===== config.mk =====
export PLATFORM = sky130hd
export DESIGN_NAME = ppht_ctrl
export DESIGN_NICKNAME = d
export VERILOG_FILES = /design/src/hw/rtl/ppht_pkg.sv /design/src/hw/rtl/ppht_ctrl.sv
export SDC_FILE = /design/constraint.sdc
export NUM_CORES = 1
export LEC_CHECK = 0
export ABC_AREA = 1
export BUFFER_PORTS_ARGS = -buffer_cell sky130_fd_sc_hd__buf_2
export CAP_MARGIN = 10
export CORE_ASPECT_RATIO = 0.8
export CORE_MARGIN = 3
export CORE_UTILIZATION = 45
export CTS_CLUSTER_SIZE = 40
export DETAILED_ROUTE_END_ITERATION = 7
export PLACE_DENSITY_LB_ADDON = 0.3
export SYNTH_ARGS = -nofsm -noshare
export SYNTH_HDL_FRONTEND = slang
export SYNTH_SLANG_ARGS = --single-unit

===== constraint.sdc =====
create_clock -name i_clk -period 1.9 [get_ports i_clk]
set_input_delay 0.095 -clock i_clk [delete_from_list [all_inputs] [get_ports i_clk]]
set_output_delay 0.095 -clock i_clk [all_outputs]
set_load 0.1 [all_outputs]

===== src/hw/rtl/ppht_pkg.sv =====
// Shared types, codes and the per-edge multiply sequence of the hit test.
// No dependencies; imported by every RTL module of the block but ppht_ram.
`default_nettype none

package ppht_pkg;

    localparam int DEF_MAX_VERTICES = 256;

    // configuration register indexes (paddr[3:2])
    localparam logic [1:0] CFG_EDGE_TOL  = 2'd0;
    localparam logic [1:0] CFG_CROSS_TOL = 2'd1;
    localparam logic [1:0] CFG_CLOSE_TOL = 2'd2;

    localparam logic [15:0] RST_EDGE_TOL  = 16'd6554;
    localparam logic [15:0] RST_CROSS_TOL = 16'd66;
    localparam logic [15:0] RST_CLOSE_TOL = 16'd6554;

    // request modes
    localparam logic [1:0] MODE_CLEAR  = 2'd0;
    localparam logic [1:0] MODE_APPEND = 2'd1;
    localparam logic [1:0] MODE_QUERY  = 2'd2;

    localparam int VC_W    = 9;
    localparam int OUT_W   = 16;
    localparam int STEP_W  = 5;

    localparam logic [STEP_W-1:0] STEP_EDGE_LAST = 5'd22;
    localparam logic [STEP_W-1:0] STEP_B2_FIRST  = 5'd4;
    localparam logic [STEP_W-1:0] STEP_B2_LAST   = 5'd5;

    // multiplier operand codes
    localparam logic [3:0] OP_AX   = 4'd0;
    localparam logic [3:0] OP_AY   = 4'd1;
    localparam logic [3:0] OP_CX   = 4'd2;
    localparam logic [3:0] OP_CY   = 4'd3;
    localparam logic [3:0] OP_UX   = 4'd4;
    localparam logic [3:0] OP_UY   = 4'd5;
    localparam logic [3:0] OP_BMIN = 4'd6;
    localparam logic [3:0] OP_BMAX = 4'd7;
    localparam logic [3:0] OP_CT   = 4'd8;
    localparam logic [3:0] OP_CRHI = 4'd9;
    localparam logic [3:0] OP_CRLO = 4'd10;
    localparam logic [3:0] OP_ET2  = 4'd11;
    localparam logic [3:0] OP_BHI  = 4'd12;
    localparam logic [3:0] OP_BLO  = 4'd13;

    // accumulator shift codes
    localparam logic [1:0] SH_0  = 2'd0;
    localparam logic [1:0] SH_33 = 2'd1;
    localparam logic [1:0] SH_66 = 2'd2;

    // result destinations
    localparam logic [3:0] DST_NONE = 4'd0;
    localparam logic [3:0] DST_A2   = 4'd1;
    localparam logic [3:0] DST_C2   = 4'd2;
    localparam logic [3:0] DST_B2   = 4'd3;
    localparam logic [3:0] DST_DB   = 4'd4;
    localparam logic [3:0] DST_DE   = 4'd5;
    localparam logic [3:0] DST_CR   = 4'd6;
    localparam logic [3:0] DST_CTUY = 4'd7;
    localparam logic [3:0] DST_TMIN = 4'd8;
    localparam logic [3:0] DST_TMAX = 4'd9;
    localparam logic [3:0] DST_EB   = 4'd10;
    localparam logic [3:0] DST_CRSQ = 4'd11;

    typedef struct packed {
        logic [3:0] opa;
        logic [3:0] opb;
        logic       neg;
        logic [1:0] sh;
        logic       first;
        logic [3:0] dest;
    } t_uop;

    typedef struct packed {
        logic              ram_we;
        logic              ram_re;
        logic              load_pt;
        logic              load_b;
        logic              load_e;
        logic              shift_b;
        logic              mul_en;
        logic [STEP_W-1:0] step;
    } t_cmd;

    typedef struct packed {
        logic near;
        logic crhit;
        logic toggle;
        logic close_lt;
    } t_stat;

    function automatic t_uop mk(input logic [3:0] a, input logic [3:0] b, input logic n,
                                input logic [1:0] s, input logic f, input logic [3:0] d);
        t_uop u;
        u.opa = a; u.opb = b; u.neg = n; u.sh = s; u.first = f; u.dest = d;
        return u;
    endfunction

    // one product per step; sums close on the step that names a destination
    function automatic t_uop uop(input logic [STEP_W-1:0] step);
        t_uop u;
        case (step)
            5'd0:  u = mk(OP_AX,   OP_AX,   1'b0, SH_0,  1'b1, DST_NONE);
            5'd1:  u = mk(OP_AY,   OP_AY,   1'b0, SH_0,  1'b0, DST_A2);
            5'd2:  u = mk(OP_CX,   OP_CX,   1'b0, SH_0,  1'b1, DST_NONE);
            5'd3:  u = mk(OP_CY,   OP_CY,   1'b0, SH_0,  1'b0, DST_C2);
            5'd4:  u = mk(OP_UX,   OP_UX,   1'b0, SH_0,  1'b1, DST_NONE);
            5'd5:  u = mk(OP_UY,   OP_UY,   1'b0, SH_0,  1'b0, DST_B2);
            5'd6:  u = mk(OP_AX,   OP_UX,   1'b0, SH_0,  1'b1, DST_NONE);
            5'd7:  u = mk(OP_AY,   OP_UY,   1'b0, SH_0,  1'b0, DST_DB);
            5'd8:  u = mk(OP_CX,   OP_UX,   1'b0, SH_0,  1'b1, DST_NONE);
            5'd9:  u = mk(OP_CY,   OP_UY,   1'b0, SH_0,  1'b0, DST_DE);
            5'd10: u = mk(OP_UX,   OP_AY,   1'b0, SH_0,  1'b1, DST_NONE);
            5'd11: u = mk(OP_UY,   OP_AX,   1'b1, SH_0,  1'b0, DST_CR);
            5'd12: u = mk(OP_CT,   OP_UY,   1'b0, SH_0,  1'b1, DST_CTUY);
            5'd13: u = mk(OP_BMIN, OP_UY,   1'b0, SH_0,  1'b1, DST_NONE);
            5'd14: u = mk(OP_UX,   OP_AY,   1'b0, SH_0,  1'b0, DST_TMIN);
            5'd15: u = mk(OP_BMAX, OP_UY,   1'b0, SH_0,  1'b1, DST_NONE);
            5'd16: u = mk(OP_UX,   OP_AY,   1'b0, SH_0,  1'b0, DST_TMAX);
            5'd17: u = mk(OP_ET2,  OP_BHI,  1'b0, SH_33, 1'b1, DST_NONE);
            5'd18: u = mk(OP_ET2,  OP_BLO,  1'b0, SH_0,  1'b0, DST_EB);
            5'd19: u = mk(OP_CRHI, OP_CRHI, 1'b0, SH_66, 1'b1, DST_NONE);
            5'd20: u = mk(OP_CRHI, OP_CRLO, 1'b0, SH_33, 1'b0, DST_NONE);
            5'd21: u = mk(OP_CRLO, OP_CRHI, 1'b0, SH_33, 1'b0, DST_NONE);
            5'd22: u = mk(OP_CRLO, OP_CRLO, 1'b0, SH_0,  1'b0, DST_CRSQ);
            default: u = mk(OP_AX, OP_AX,   1'b0, SH_0,  1'b1, DST_NONE);
        endcase
        return u;
    endfunction

endpackage

`default_nettype wire


===== src/hw/rtl/ppht_ctrl.sv =====
// Sequencer of the hit test: request handshake, vertex count, edge walk,
// result register. Depends on ppht_pkg.
`default_nettype none

module ppht_ctrl
    import ppht_pkg::*;
#(
    parameter int MAX_VERTICES = DEF_MAX_VERTICES
) (
    input  wire logic                            i_clk,
    input  wire logic                            i_rst_n,
    input  wire logic                            i_in_valid,
    output logic                                 o_in_ready,
    input  wire logic [1:0]                      i_mode,
    output logic                                 o_out_valid,
    input  wire logic                            i_out_ready,
    output logic                                 o_hit,
    output logic                                 o_status,
    output logic [VC_W-1:0]                      o_vcount,
    output t_cmd                                 o_cmd,
    output logic [$clog2(MAX_VERTICES)-1:0]      o_addr,
    input  wire t_stat                           i_stat
);

    localparam int AW = $clog2(MAX_VERTICES);
    localparam int CW = $clog2(MAX_VERTICES + 1);

    localparam logic [3:0] S_IDLE    = 4'd0;
    localparam logic [3:0] S_WRITE   = 4'd1;
    localparam logic [3:0] S_P_RD0   = 4'd2;
    localparam logic [3:0] S_P_RD1   = 4'd3;
    localparam logic [3:0] S_P_LD    = 4'd4;
    localparam logic [3:0] S_P_RUN   = 4'd5;
    localparam logic [3:0] S_P_DRAIN = 4'd6;
    localparam logic [3:0] S_P_CHK   = 4'd7;
    localparam logic [3:0] S_E_RD    = 4'd8;
    localparam logic [3:0] S_E_LD    = 4'd9;
    localparam logic [3:0] S_E_RUN   = 4'd10;
    localparam logic [3:0] S_E_DRAIN = 4'd11;
    localparam logic [3:0] S_E_EVAL  = 4'd12;
    localparam logic [3:0] S_DONE    = 4'd13;

    logic [3:0]        r_state, n_state;
    logic [CW-1:0]     r_count, n_count;
    logic [CW-1:0]     r_idx, n_idx;
    logic [STEP_W-1:0] r_step, n_step;
    logic              r_parity, n_parity;
    logic              r_res_hit, n_res_hit;
    logic              r_res_status, n_res_status;
    logic              r_out_valid, n_out_valid;
    logic              r_out_hit, n_out_hit;
    logic              r_out_status, n_out_status;
    logic [CW-1:0]     r_out_vc, n_out_vc;
    logic [CW-1:0]     cnt_m1;
    logic              accept;

    assign cnt_m1      = r_count - CW'(1);
    assign o_in_ready  = (r_state == S_IDLE);
    assign accept      = i_in_valid && o_in_ready;
    assign o_out_valid = r_out_valid;
    assign o_hit       = r_out_hit;
    assign o_status    = r_out_status;
    assign o_vcount    = VC_W'(r_out_vc);

    always_comb begin
        o_addr = '0;
        case (r_state)
            S_WRITE: o_addr = r_count[AW-1:0];
            S_P_RD1: o_addr = cnt_m1[AW-1:0];
            S_E_RD:  o_addr = r_idx[AW-1:0];
            default: o_addr = '0;
        endcase
    end

    always_comb begin
        n_state      = r_state;
        n_count      = r_count;
        n_idx        = r_idx;
        n_step       = r_step;
        n_parity     = r_parity;
        n_res_hit    = r_res_hit;
        n_res_status = r_res_status;
        n_out_valid  = r_out_valid && !i_out_ready;
        n_out_hit    = r_out_hit;
        n_out_status = r_out_status;
        n_out_vc     = r_out_vc;
        o_cmd        = '0;
        o_cmd.step   = r_step;

        case (r_state)
            S_IDLE: begin
                if (accept) begin
                    o_cmd.load_pt = 1'b1;
                    n_res_hit     = 1'b0;
                    n_res_status  = 1'b0;
                    n_state       = S_DONE;
                    case (i_mode)
                        MODE_CLEAR: n_count = '0;
                        MODE_APPEND: begin
                            if (r_count < CW'(MAX_VERTICES)) begin
                                n_state = S_WRITE;
                            end else begin
                                n_res_status = 1'b1;
                            end
                        end
                        MODE_QUERY: begin
                            if (r_count >= CW'(3)) begin
                                n_state = S_P_RD0;
                            end
                        end
                        default: n_state = S_DONE;
                    endcase
                end
            end
            S_WRITE: begin
                o_cmd.ram_we = 1'b1;
                n_count      = r_count + CW'(1);
                n_state      = S_DONE;
            end
            S_P_RD0: begin
                o_cmd.ram_re = 1'b1;
                n_state      = S_P_RD1;
            end
            S_P_RD1: begin
                o_cmd.ram_re = 1'b1;
                o_cmd.load_b = 1'b1;
                n_state      = S_P_LD;
            end
            S_P_LD: begin
                o_cmd.load_e = 1'b1;
                n_step       = STEP_B2_FIRST;
                n_state      = S_P_RUN;
            end
            S_P_RUN: begin
                o_cmd.mul_en = 1'b1;
                if (r_step == STEP_B2_LAST) begin
                    n_state = S_P_DRAIN;
                end else begin
                    n_step = r_step + STEP_W'(1);
                end
            end
            S_P_DRAIN: n_state = S_P_CHK;
            S_P_CHK: begin
                // closing vertex folded onto the first leaves only two
                if (i_stat.close_lt && r_count == CW'(3)) begin
                    n_state = S_DONE;
                end else begin
                    o_cmd.shift_b = 1'b1;
                    n_idx         = '0;
                    n_parity      = 1'b0;
                    n_state       = S_E_RD;
                end
            end
            S_E_RD: begin
                o_cmd.ram_re = 1'b1;
                n_state      = S_E_LD;
            end
            S_E_LD: begin
                o_cmd.load_e = 1'b1;
                n_step       = '0;
                n_state      = S_E_RUN;
            end
            S_E_RUN: begin
                o_cmd.mul_en = 1'b1;
                if (r_step == STEP_EDGE_LAST) begin
                    n_state = S_E_DRAIN;
                end else begin
                    n_step = r_step + STEP_W'(1);
                end
            end
            S_E_DRAIN: n_state = S_E_EVAL;
            S_E_EVAL: begin
                if (i_stat.near || i_stat.crhit) begin
                    n_res_hit = 1'b1;
                    n_state   = S_DONE;
                end else begin
                    n_parity      = r_parity ^ i_stat.toggle;
                    o_cmd.shift_b = 1'b1;
                    if (r_idx == cnt_m1) begin
                        n_res_hit = r_parity ^ i_stat.toggle;
                        n_state   = S_DONE;
                    end else begin
                        n_idx   = r_idx + CW'(1);
                        n_state = S_E_RD;
                    end
                end
            end
            S_DONE: begin
                if (!r_out_valid || i_out_ready) begin
                    n_out_valid  = 1'b1;
                    n_out_hit    = r_res_hit;
                    n_out_status = r_res_status;
                    n_out_vc     = r_count;
                    n_state      = S_IDLE;
                end
            end
            default: n_state = S_IDLE;
        endcase
    end

    always_ff @(posedge i_clk) begin
        if (!i_rst_n) begin
            r_state     <= S_IDLE;
            r_count     <= '0;
            r_idx       <= '0;
            r_step      <= '0;
            r_parity    <= 1'b0;
            r_out_valid <= 1'b0;
        end else begin
            r_state     <= n_state;
            r_count     <= n_count;
            r_idx       <= n_idx;
            r_step      <= n_step;
            r_parity    <= n_parity;
            r_out_valid <= n_out_valid;
        end
    end

    always_ff @(posedge i_clk) begin
        r_res_hit    <= n_res_hit;
        r_res_status <= n_res_status;
        r_out_hit    <= n_out_hit;
        r_out_status <= n_out_status;
        r_out_vc     <= n_out_vc;
    end

endmodule

`default_nettype wire


Yosys cells after proc, flatten, opt, wreduce, memory -nomap -nowiden. Cells that the tools add are included.

Add/subtract/negate cells: 4. Reductions and logical operators: 24. Eq/ne operators: 30. Bitwise logic cells: 1. Mux-type cells: 42. Magnitude comparators: 2.

Operators with widths (count): case mux 4 bit (14 select lines) (1); two-way mux 9 bit (5); case mux 9 bit (2 select lines) (2); == test 4 bit, second input constant (6); two-way mux 4 bit (6); case mux 8 bit (3 select lines) (1); case mux 5 bit (4 select lines) (1); adder 9 x 1 -> 9 bit, second input constant (2); two-way mux 1 bit (17); == test 4 x 3 -> 1 bit, second input constant (4); inequality test 2 bit, second input constant (8); AND reduction 3 bit (4); two-way mux 5 bit (2); == test 9 x 2 -> 1 bit, second input constant (1); == test 9 bit (1); >= comparator 9 x 2 -> 1 bit, second input constant (1); less-than comparator 9 bit, second input constant (1); two-way mux 3 bit (3); subtractor 9 x 1 -> 9 bit, second input constant (1); == test 4 x 2 -> 1 bit, second input constant (2); case mux 4 bit (2 select lines) (1); AND reduction 4 bit (2); case mux 1 bit (2 select lines) (3); nonzero test 2 bit (3); other kinds (18) (25).

Output and inout port bits: 33. Bits in registers: 42. Word-level logic and storage cells: 114.

Logic depth before layout (Yosys ltp). Gate-level depths: netlist of the first run.

Depth after elaboration: 5. Mapped depth: 17. Depth with buffers taken out: 17.

Worst setup path after synthesis of the first run. No wires, ideal clock.

Path kind: register to output. Start: register r_state[1]. End: output o_addr[5]. Required time: 1.805 ns. Slack: -2.015 ns. Arrival: 3.820 ns. Cell stages (with the launch flop): 5. Cells stage by stage: dfxtp_1 -> nand2_1 -> nor2_1 -> inv_1 -> o221ai_1.

Cells in the longest elaborated chain, start to end: 2. Elaborated cells on any way between the ends: 4.

RTL lines: start: declaration (line ppht_ctrl.sv:43) `logic [3:0] r_state, n_state;`; start signal: assignment (line ppht_ctrl.sv:210) `r_state <= n_state;`; == test 4 bit (tied with other cells) (line ppht_ctrl.sv:67) `case (r_state)`; case mux 8 bit (3 select lines) (*) (line ppht_ctrl.sv:67); end: declaration (line ppht_ctrl.sv:21) `output logic [$clog2(MAX_VERTICES)-1:0] o_addr,`.

Mark *: on every way between the ends. The rest lies on a longest branch, timed or not.

Worst setup path in the final report of the first run.
Start: register r_count[1]. End: register r_res_hit, enable pin.

Cells in the longest elaborated chain, start to end: 4.

RTL lines: start: declaration (line ppht_ctrl.sv:44) `logic [CW-1:0] r_count, n_count;`; start signal: assignment (line ppht_ctrl.sv:211) `r_count <= n_count;`; subtractor 9 x 1 -> 9 bit (line ppht_ctrl.sv:57) `assign cnt_m1 = r_count - CW'(1);`; == test 9 bit (line ppht_ctrl.sv:179) `if (r_idx == cnt_m1) begin`; inequality test 3 bit (no source line); AND reduction 3 bit (no source line); end signal: assignment (line ppht_ctrl.sv:220) `r_res_hit <= n_res_hit;`; end: declaration (line ppht_ctrl.sv:48) `logic r_res_hit, n_res_hit;`.

Every way passes these cells. A chain may end at the register's enable or synchronous reset.

==> results of run 1 <==
-- cells in the mapped netlist --
| cell | n | area share (%) |
|---|---|---|
| nand2_2 | 3 | 0.68 |
| o21ai_0 | 15 | 2.7 |
| inv_2 | 3 | 0.41 |
| a21oi_2 | 1 | 0.32 |
| nor3_2 | 2 | 0.73 |
| nand4_1 | 5 | 1.1 |
| dfxtp_1 | 29 | 21 |
| o21ai_1 | 1 | 0.18 |
| nand3_2 | 1 | 0.36 |
| nor2_2 | 5 | 1.1 |
| edfxtp_1 | 13 | 14 |
| xor2_1 | 8 | 2.5 |
| nor4_1 | 1 | 0.23 |
| nor2_1 | 42 | 5.7 |
| nor3b_1 | 1 | 0.27 |
| or2_2 | 2 | 0.45 |
| nand3b_1 | 3 | 0.82 |
| nand2_4 | 3 | 1.2 |
| nand3_1 | 39 | 7.1 |
| o221ai_1 | 9 | 2.9 |
| a211oi_1 | 1 | 0.27 |
| inv_1 | 60 | 8.2 |
| o311ai_0 | 1 | 0.32 |
| a21oi_1 | 26 | 4.7 |
| clkbuf_1 | 2 | 0.27 |
| ha_1 | 9 | 4.1 |
| clkbuf_8 | 1 | 0.50 |
| nand2_1 | 100 | 14 |
| a31oi_1 | 3 | 0.68 |
| nor2_4 | 3 | 1.2 |
| o21ai_2 | 1 | 0.32 |
| nor3_1 | 8 | 1.5 |
| buf_6 | 1 | 0.41 |
-- power breakdown --
group,switching [mW],internal (mW)
clock network,0.328,0.258
registers,0.0964,1.03
logic,2.01,0.843
-- cell families after synthesis --
| kind of cell | Yosys count | share of synthesized area (%) |
|---|---|---|
| DFF | 42 | 35.2 |
| adders and majority gates | 9 | 4.08 |
| buffers and inverters | 67 | 9.75 |
| xor gates and xnor gates | 8 | 2.54 |
| and+or+nand+nor | 218 | 36.1 |
| AOI/OAI and AO/OA | 58 | 12.4 |
-- through the flow --
| step | TNS [ns] | worst slack, ns | total power, mW | hold slack [ns] | instance area, um2 |
|---|---|---|---|---|---|
| global placement | 0 | 0.0569 | 3.67 | 0.391 | 3550 |
| detailed placement | -0.561 | -0.0733 | 3.72 | 0.395 | 3550 |
| CTS | -0.0607 | -0.0152 | 4.40 | 0.0774 | 3730 |
| floorplan | -0.552 | -0.152 | 3.02 | 0.223 | 2930 |
| global route | -2.45 | -0.210 | 4.80 | 0.120 | 3880 |
| finish | -1.72 | -0.165 | 4.57 | 0.0752 | 3880 |
-- critical path, cell delays in order, from the launching register on --
cell	delay [ns]
dfxtp_2	0.35
inv_2	0.07
ha_4	0.15
inv_1	0.04
nand2_1	0.08
nand2_1	0.09
nand2_1	0.08
nand2_1	0.09
nor2_1	0.13
nand3_1	0.12
nor2_2	0.18
buf_4	0.14
nand4_1	0.14
nand3b_1	0.13
-- area by class of cell --
class | count | area [um2]
sequential | 42 | 1000
clock inverter | 3 | 21.3
tap | 78 | 97.6
multi-input combinational | 295 | 1820
timing repair buffer | 72 | 622
clock buffer | 5 | 68.8
inverter | 63 | 249
fill | 447 | 1800
-- timing repair --
item / in CTS / in global routing
buffers inserted: 5 / 4
gates resized for setup: 21 / 32
pin swaps: 19 / 16
hold buffers: 0 / 0
endpoints found under the setup margin: 17 / 30
cloned: 2 / 0
-- flip-flops by register name, summed over array words and instances (netlist names) --
signal        count
r_res_hit         1
o_hit             1
r_state           4
r_idx             9
r_res_status      1
r_step            5
o_vcount          9
r_parity          1
r_count           9
o_status          1
o_out_valid       1
-- worst paths after layout --
check	depth (start not counted)	endpoint	from	slack [ns]
max	13	r_res_hit$_SDFFCE_PN0P_	r_count[1]$_SDFFE_PN0P_	-0.16
min	4	o_out_valid$_SDFF_PN0_	i_out_ready	0.08
max reg2reg	13	r_res_hit$_SDFFCE_PN0P_	r_count[1]$_SDFFE_PN0P_	-0.16
min reg2reg	0	o_status$_DFFE_PP_	r_res_status$_SDFFCE_PN0P_	0.44
-- routing by layer --
| metal | up-vias | wire length [um] | track usage (%) |
|---|---|---|---|
| met3 | 21 | 648 | 4.05 |
| met5 | - | 0 | 0 |
| met4 | 0 | 169 | 6.93 |
| met1 | 1379 | 3640 | 32.7 |
| met2 | 156 | 3770 | 34.7 |
| li1 | 1487 | - | - |
==> out/results.ini, run 1 <==
[setup_path]
end_kind=flip-flop
critPathLaunchType=flip-flop
path_max_fanout=3
arrival_ns=2.09
crit_required_ns=1.93
worstSetupPathType=reg2reg

[synthesis]
yosys_warnings=0
synth.net_count=421
syn_inst=402
yosysUniqueCellTypes=33
synth_seq_area_share_pct=35.2
avgSynthCellArea_um2=6.87
synth.ff_latch_count=42
synth_area_um2=2760

[power_and_ir_drop]
ir_drop_mv=0.941
p_leak_nw=1.61
p_per_area_nw_per_um2=1180

[global_routing]
grt_antenna_before_repair=0
overflow=0
grt_usage_pct=22.8
grt_pass1_wl_um=13200
grt_pass1_vias=2765
grt_start_max_net_pins=17

[min_path]
hold_class=in2reg

[finish]
diodes=0
drive_gt1_share_pct=35.6
area_delta_synth_final_pct=40.5
utilization_pct=68.3
final_cell_mix=83 x nand2_1, 51 x inv_1, 38 x nand3_1, 35 x nor2_1
fin_cells=558
final_common_cell=nand2_1
nets=498

[placement]
gp_congestion=0.996
placed_cells=540
dp_hpwl_um=6170
io_buffers=42

[outcome]
status=finished, violations left
failed_checks=setup timing

[floorplanning]
die_w_um=93.6
dieHeight_um=76.1
io_pins=43
die_area_um2=7120
core_um2=5680
start_util_pct=48.6
rows=24

[detailed_routing]
drt-wirelength-per-cell_um=14.7
first_iter_violations=318
finalWirelength_um=8220
antenna_left=0
route.vias.total=3043
vias_per_cell=5.45
drc=0
firstDrtPassIters=5

[sta]
fin_ws_ns=-0.165
hold_violations=0
clock_skew_ns=0.00763
timing.final.max_slew_violations=0
timing.final.crit_share_pct=109
rsz0062_at_grt=yes
period_needed_ns=2.06
relSlewSlack_pct=57.8
setup_violations=13
fmaxAchievable_ghz=0.484
tightest_slew_ns=0.633

[cts]
root_buffer=clkbuf_8
cts_made_buffers=5
clock-sinks=42
cts.clk_slew.worst_paths_ns=0.09
cts.path.max_buffers=2
clk_latency_ns=0.30
cts_tree=built
h-tree-depth=2

[job]
drv_cap=0

Power figures use the tool's default switching activity.
==> run 2: changes to the inputs <==
--- a/config.mk
+++ b/config.mk
@@ -6,13 +6,13 @@
 export NUM_CORES = 1
 export LEC_CHECK = 0
 export ABC_AREA = 1
-export BUFFER_PORTS_ARGS = -buffer_cell sky130_fd_sc_hd__buf_2
 export CAP_MARGIN = 10
 export CORE_ASPECT_RATIO = 0.8
 export CORE_MARGIN = 3
 export CORE_UTILIZATION = 45
 export CTS_CLUSTER_SIZE = 40
 export DETAILED_ROUTE_END_ITERATION = 7
+export DONT_BUFFER_PORTS = 1
 export PLACE_DENSITY_LB_ADDON = 0.3
 export SYNTH_ARGS = -nofsm -noshare
 export SYNTH_HDL_FRONTEND = slang
==> constraint.sdc (replaced) <==
create_clock -name i_clk -period 1.9 [get_ports i_clk]
set_input_delay 0.19 -clock i_clk [delete_from_list [all_inputs] [get_ports i_clk]]
set_output_delay 0.19 -clock i_clk [all_outputs]
set_load 0.1 [all_outputs]
==> run 2 against run 1 <==
  * The flow still finishes with violations (setup timing)
  * Critical endpoint is now r_idx[2]$_SDFFE_PN0P_
  * Final cell count shrank 0.90%
  * Highest routed layer unchanged
  * Core utilization up 5.3 points
  * Clock-buffer cell count unchanged
==> out/results.ini, run 2 (synthesized netlist as in run 1, its figures left out) <==
[outcome]
status=finished, violations left
failed_checks=setup timing

[min_path]
hold_class=in2reg

[global_routing]
grt_start_max_net_pins=17
grt_usage_pct=22.8
overflow=0
grt_antenna_before_repair=0
grt_pass1_vias=2750
grt_pass1_wl_um=13200

[power_and_ir_drop]
p_per_area_nw_per_um2=1190
p_leak_nw=1.63
pwr-share-clk_pct=11.6
ir_drop_mv=1.33
p_sw_mw=2.62
p_int_mw=2.34
pwr-share-comb_pct=65.4
seqPwrFrac_pct=23.0
switching_share_pct=52.9

[sta]
fmaxAchievable_ghz=0.509
relSlewSlack_pct=55.5
tightest_slew_ns=0.667
period_needed_ns=1.97
fin_ws_ns=-0.0660
clock_skew_ns=0.00757
setup_violations=14
timing.final.crit_share_pct=103
rsz0062_at_grt=yes
timing.final.max_slew_violations=0
hold_violations=0

[detailed_routing]
firstDrtPassIters=5
drc=0
first_iter_violations=318
drt-wirelength-per-cell_um=15.7
antenna_left=0
finalWirelength_um=8710
vias_per_cell=5.61
route.vias.total=3104

[floorplanning]
die_area_um2=7120
rows=24
start_util_pct=48.6
core_um2=5680
dieHeight_um=76.1
io_pins=43
die_w_um=93.6

[finish]
drive_gt1_share_pct=42.9
area_delta_synth_final_pct=51.4
diodes=0
final_cell_mix=71 x nand2_1, 46 x buf_4, 44 x inv_1, 32 x nand3_1, 28 x nor2_1
stdcell_area_um2=4180
final_common_cell=nand2_1
utilization_pct=73.6
nets=493
nFillCells=379

[cts]
cts_tree=built
cts_made_buffers=5
h-tree-depth=2
ctsHoldBuffers=0
cts.clk_slew.worst_paths_ns=0.08
root_buffer=clkbuf_8
clock-sinks=42
cts.path.max_buffers=2
clk_latency_ns=0.30

[placement]
dp_slack_ns=-0.0675
gp_congestion=0.962
dp_hpwl_um=6070
dpl_cell_area_um2=3580
io_buffers=0

[job]
drv_cap=0

[setup_path]
crit_required_ns=2.12
arrival_ns=2.19
end_kind=flip-flop
critPathLaunchType=flip-flop
path_max_fanout=6
worstSetupPathType=reg2reg

## run 2: cell type report
type / count / area (um2) / share of cell area, %
clock buffers: 5 / 68.8 / 1.65
repair buffers: 67 / 699 / 16.7
flip-flops and latches: 42 / 1010 / 24.2
inverters: 63 / 262 / 6.26
well taps: 78 / 97.6 / 2.34
clock inverters: 3 / 21.3 / 0.509
multi-input cells: 295 / 2020 / 48.3
## run 2: what timing repair did
action,CTS,global route
gates cloned,0,2
setup buffers,6,6
endpoints found under the setup margin,21,25
pin swaps,8,33
gates resized for setup,20,93
## run 2: path summary, 6_finish.rpt
path                              start                     end  slack, ns  cells after the start
max             r_count[1]$_SDFFE_PN0P_   r_idx[2]$_SDFFE_PN0P_      -0.07                     14
min                             i_rst_n  r_step[0]$_SDFFE_PN0P_       0.02                      2
min reg2reg  r_res_status$_SDFFCE_PN0P_      o_status$_DFFE_PP_       0.44                      0
max reg2reg     r_count[1]$_SDFFE_PN0P_   r_idx[2]$_SDFFE_PN0P_      -0.07                     14
## run 2: power by group through the flow
stage               clock [mW]  sequential, mW  combinational, mW
finish                   0.578            1.14               3.24
detailed placement           0            1.15               2.64
global placement             0            1.15               2.60
global route             0.640            1.15               3.46
floorplan                    0            1.30               1.78
CTS                      0.593            1.14               2.75
## run 2: through the flow
step	power [mW]	cells	hold WS (ns)	TNS, ns
floorplan	3.09	402	0.318	-0.513
global placement	3.75	531	0.332	-0.00303
detailed placement	3.79	531	0.326	-0.532
CTS	4.48	545	0.0137	-0.0488
global route	5.25	553	0.0276	-2.91
finish	4.96	553	0.0196	-0.633
## run 2: worst max-delay path, cell delays in order, from the launching register on
cell and delay (ns):
dfxtp_2 0.35, inv_2 0.05, ha_4 0.17, buf_4 0.12, nand2_1 0.10, nand2_1 0.13, nand3_2 0.10, nand3_2 0.09
nor2_2 0.16, nand3_2 0.10, nand2_4 0.12, nand2_8 0.09, nand2_8 0.12, nand2_2 0.05, a21oi_2 0.13
## run 2: routing by layer
metal | global-route usage, % | share of wire [%] | up-vias
li1 | - | - | 1472
met1 | 33.3 | 43 | 1456
met2 | 33.5 | 46 | 163
met3 | 5.82 | 10 | 13
met4 | 5.48 | 0.86 | 0
met5 | 0 | 0 | -
==> run 3: changes to the inputs <==
--- a/config.mk
+++ b/config.mk
@@ -5,7 +5,6 @@
 export SDC_FILE = /design/constraint.sdc
 export NUM_CORES = 1
 export LEC_CHECK = 0
-export ABC_AREA = 1
 export CAP_MARGIN = 10
 export CORE_ASPECT_RATIO = 0.8
 export CORE_MARGIN = 3
==> run 3 against run 2 <==
  * The flow still finishes with violations (setup timing)
  * Setup slack got worse by 0.53 ns
  * Fmax fell by 21%
  * Via count rose by 12%
  * Routed wire length rose by 48%
  * Sequential cell count did not move
  * Final cell count fell by 3.8%
  * Register-to-register slack got worse by 0.53 ns
  * Synthesized cell count fell by 22%
  * Combinational power rose by 40%
  * Final area rose by 18%
  * Die area fell by 1.6%
  * Critical endpoint is now r_idx[4]$_SDFFE_PN0P_
  * Largest cell class unchanged
  * Largest power group unchanged
==> out/results.ini, run 3 <==
[floorplanning]
start_util_pct=48.0
io_pins=43
dieHeight_um=75.4
die_w_um=92.8
rows=24
core_um2=5650
die_area_um2=7000

[synthesis]
yosysUniqueCellTypes=60
yosys_warnings=0
synth.ff_latch_count=42
synth_top_area_share_pct=21.4
avgSynthCellArea_um2=8.61
synth_area_um2=2710
synth_seq_area_share_pct=35.8
synth_top_area_cell=dfxtp_1
synth_area_leaders=dfxtp_1 21%, edfxtp_1 14%, xnor2_1 4.2%, ha_1 4.2%, nand2_1 3.6%
synth.net_count=334
synth_edf_count=13
syn_inst=315
ys_top_cells_by_count=29 x dfxtp_1, 26 x nand2_1, 22 x nor2_1, 18 x a21oi_1, 17 x o21ai_0
synth_ff_type=dfxtp_1
synth.most_common_cell=dfxtp_1
async_flop_share_pct=0

[placement]
io_buffers=0
dp_slack_ns=-0.430
gp_congestion=0.859
placed_cells=488
dpl_cell_area_um2=4020
dp_hpwl_um=6510

[detailed_routing]
finalWirelength_um=12800
firstDrtPassIters=5
first_iter_violations=437
drc=0
vias_per_cell=6.53
antenna_left=0
drt-wirelength-per-cell_um=24.1
route.vias.total=3476

[outcome]
failed_checks=setup timing
status=finished, violations left

[job]
drv_cap=0

[setup_path]
critPathLaunchType=flip-flop
worstSetupPathType=reg2reg
path_max_fanout=8
end_kind=flip-flop
crit_required_ns=2.14
arrival_ns=2.74

[cts]
cts.clk_slew.worst_paths_ns=0.09
cts.path.max_buffers=2
root_buffer=clkbuf_8
clk_latency_ns=0.30
cts_made_buffers=5
cts_tree=built
clock-sinks=42
h-tree-depth=2

[global_routing]
grt_usage_pct=30.4
grt_pass1_vias=3061
overflow=0
grt_start_max_net_pins=15
grt_antenna_before_repair=0
grt_pass1_wl_um=16300

[sta]
clock_skew_ns=0.0139
timing.final.max_slew_violations=0
setup_tns_ns=-9.29
period_needed_ns=2.50
hold_violations=0
rsz0062_at_grt=yes
setup_violations=28
timing.final.crit_share_pct=132
holdWs_ns=0.00238
fin_ws_ns=-0.600
relSlewSlack_pct=59.0
fmaxAchievable_ghz=0.400
tightest_slew_ns=0.610

[finish]
final_cell_mix=109 x buf_4, 23 x nand2_1, 20 x buf_6, 16 x buf_12
final_common_cell=buf_4
fin_cells=532
utilization_pct=87.2
drive_gt1_share_pct=55.7
nets=472
nFillCells=233
area_delta_synth_final_pct=81.5
diodes=0
stdcell_area_um2=4920

[power_and_ir_drop]
p_leak_nw=1.97
ir_drop_mv=0.755
p_per_area_nw_per_um2=1320
power_mw=6.52

[min_path]
hold_class=in2reg

-- run 3: cell types whose count changed after synthesis, moves of 7 or more --
cell	before	now
inv_1	60	15
a21oi_1	26	18
o221ai_1	9	0
nand2_1	100	26
nor2_1	42	22
or3_1	0	10
nand3_1	39	10
nand4_1	5	12
xnor2_1	0	13
-- run 3: timing repair --
action | CTS | global route
pin swaps | 19 | 30
endpoints found under the setup margin | 26 | 31
resized for setup | 75 | 36
hold buffers | 0 | 1
endpoints found under the hold margin | 0 | 1
buffers inserted | 18 | 18
-- run 3: cell type report --
class | count | area [um2] | area share, %
Multi-Input combinational cell | 240 | 2200 | 44.6
Sequential cell | 42 | 1000 | 20.4
Tap cell | 78 | 97.6 | 1.98
Clock inverter | 3 | 68.8 | 1.40
Inverter | 15 | 67.6 | 1.37
Timing Repair Buffer | 149 | 1420 | 28.8
Clock buffer | 5 | 68.8 | 1.40
-- run 3: worst paths after layout --
kind,start,end,slack [ns],cells past startpoint
worst max-delay path,r_count[0]$_SDFFE_PN0P_,r_idx[4]$_SDFFE_PN0P_,-0.60,10
worst min-delay path,i_rst_n,r_state[3]$_SDFFE_PN0P_,0.002,1
worst min register to register,r_res_status$_SDFFCE_PN0P_,o_status$_DFFE_PP_,0.44,0
worst max register to register,r_count[0]$_SDFFE_PN0P_,r_idx[4]$_SDFFE_PN0P_,-0.60,10
-- run 3: layer usage --
| metal | global-route usage [%] | vias up | part of all wire (%) |
|---|---|---|---|
| met5 | 0 | - | 0 |
| met4 | 10.2 | 0 | 5.1 |
| met3 | 7.60 | 84 | 12 |
| met2 | 51.4 | 302 | 45 |
| met1 | 38.9 | 1659 | 38 |
| li1 | - | 1431 | - |
-- run 3: cell families after synthesis --
family	Yosys count	share of synthesized area, %
adder cells (fa/ha/maj)	9	4.15
AO/OA/AOI/OAI	72	17.8
XOR/XNOR	24	8.26
buffers and inverters	33	5.30
AND/OR/NAND/NOR	134	28.4
flip-flops	42	35.8
multiplexers	1	0.369
-- run 3: power by group --
part	switching, mW	internal, mW
sequential	0.0898	1.04
clock	0.335	0.527
combinational	2.70	1.83
-- run 3: worst max-delay path: stages, from the launching register on --
cell and delay [ns]:
dfxtp_4 0.38, inv_4 0.07, ha_4 0.13, or3b_4 0.41, buf_6 0.15, o31a_1 0.25, o2111ai_2 0.30, nor3_4 0.12
buf_6 0.15, or4_1 0.40, nand2_1 0.08
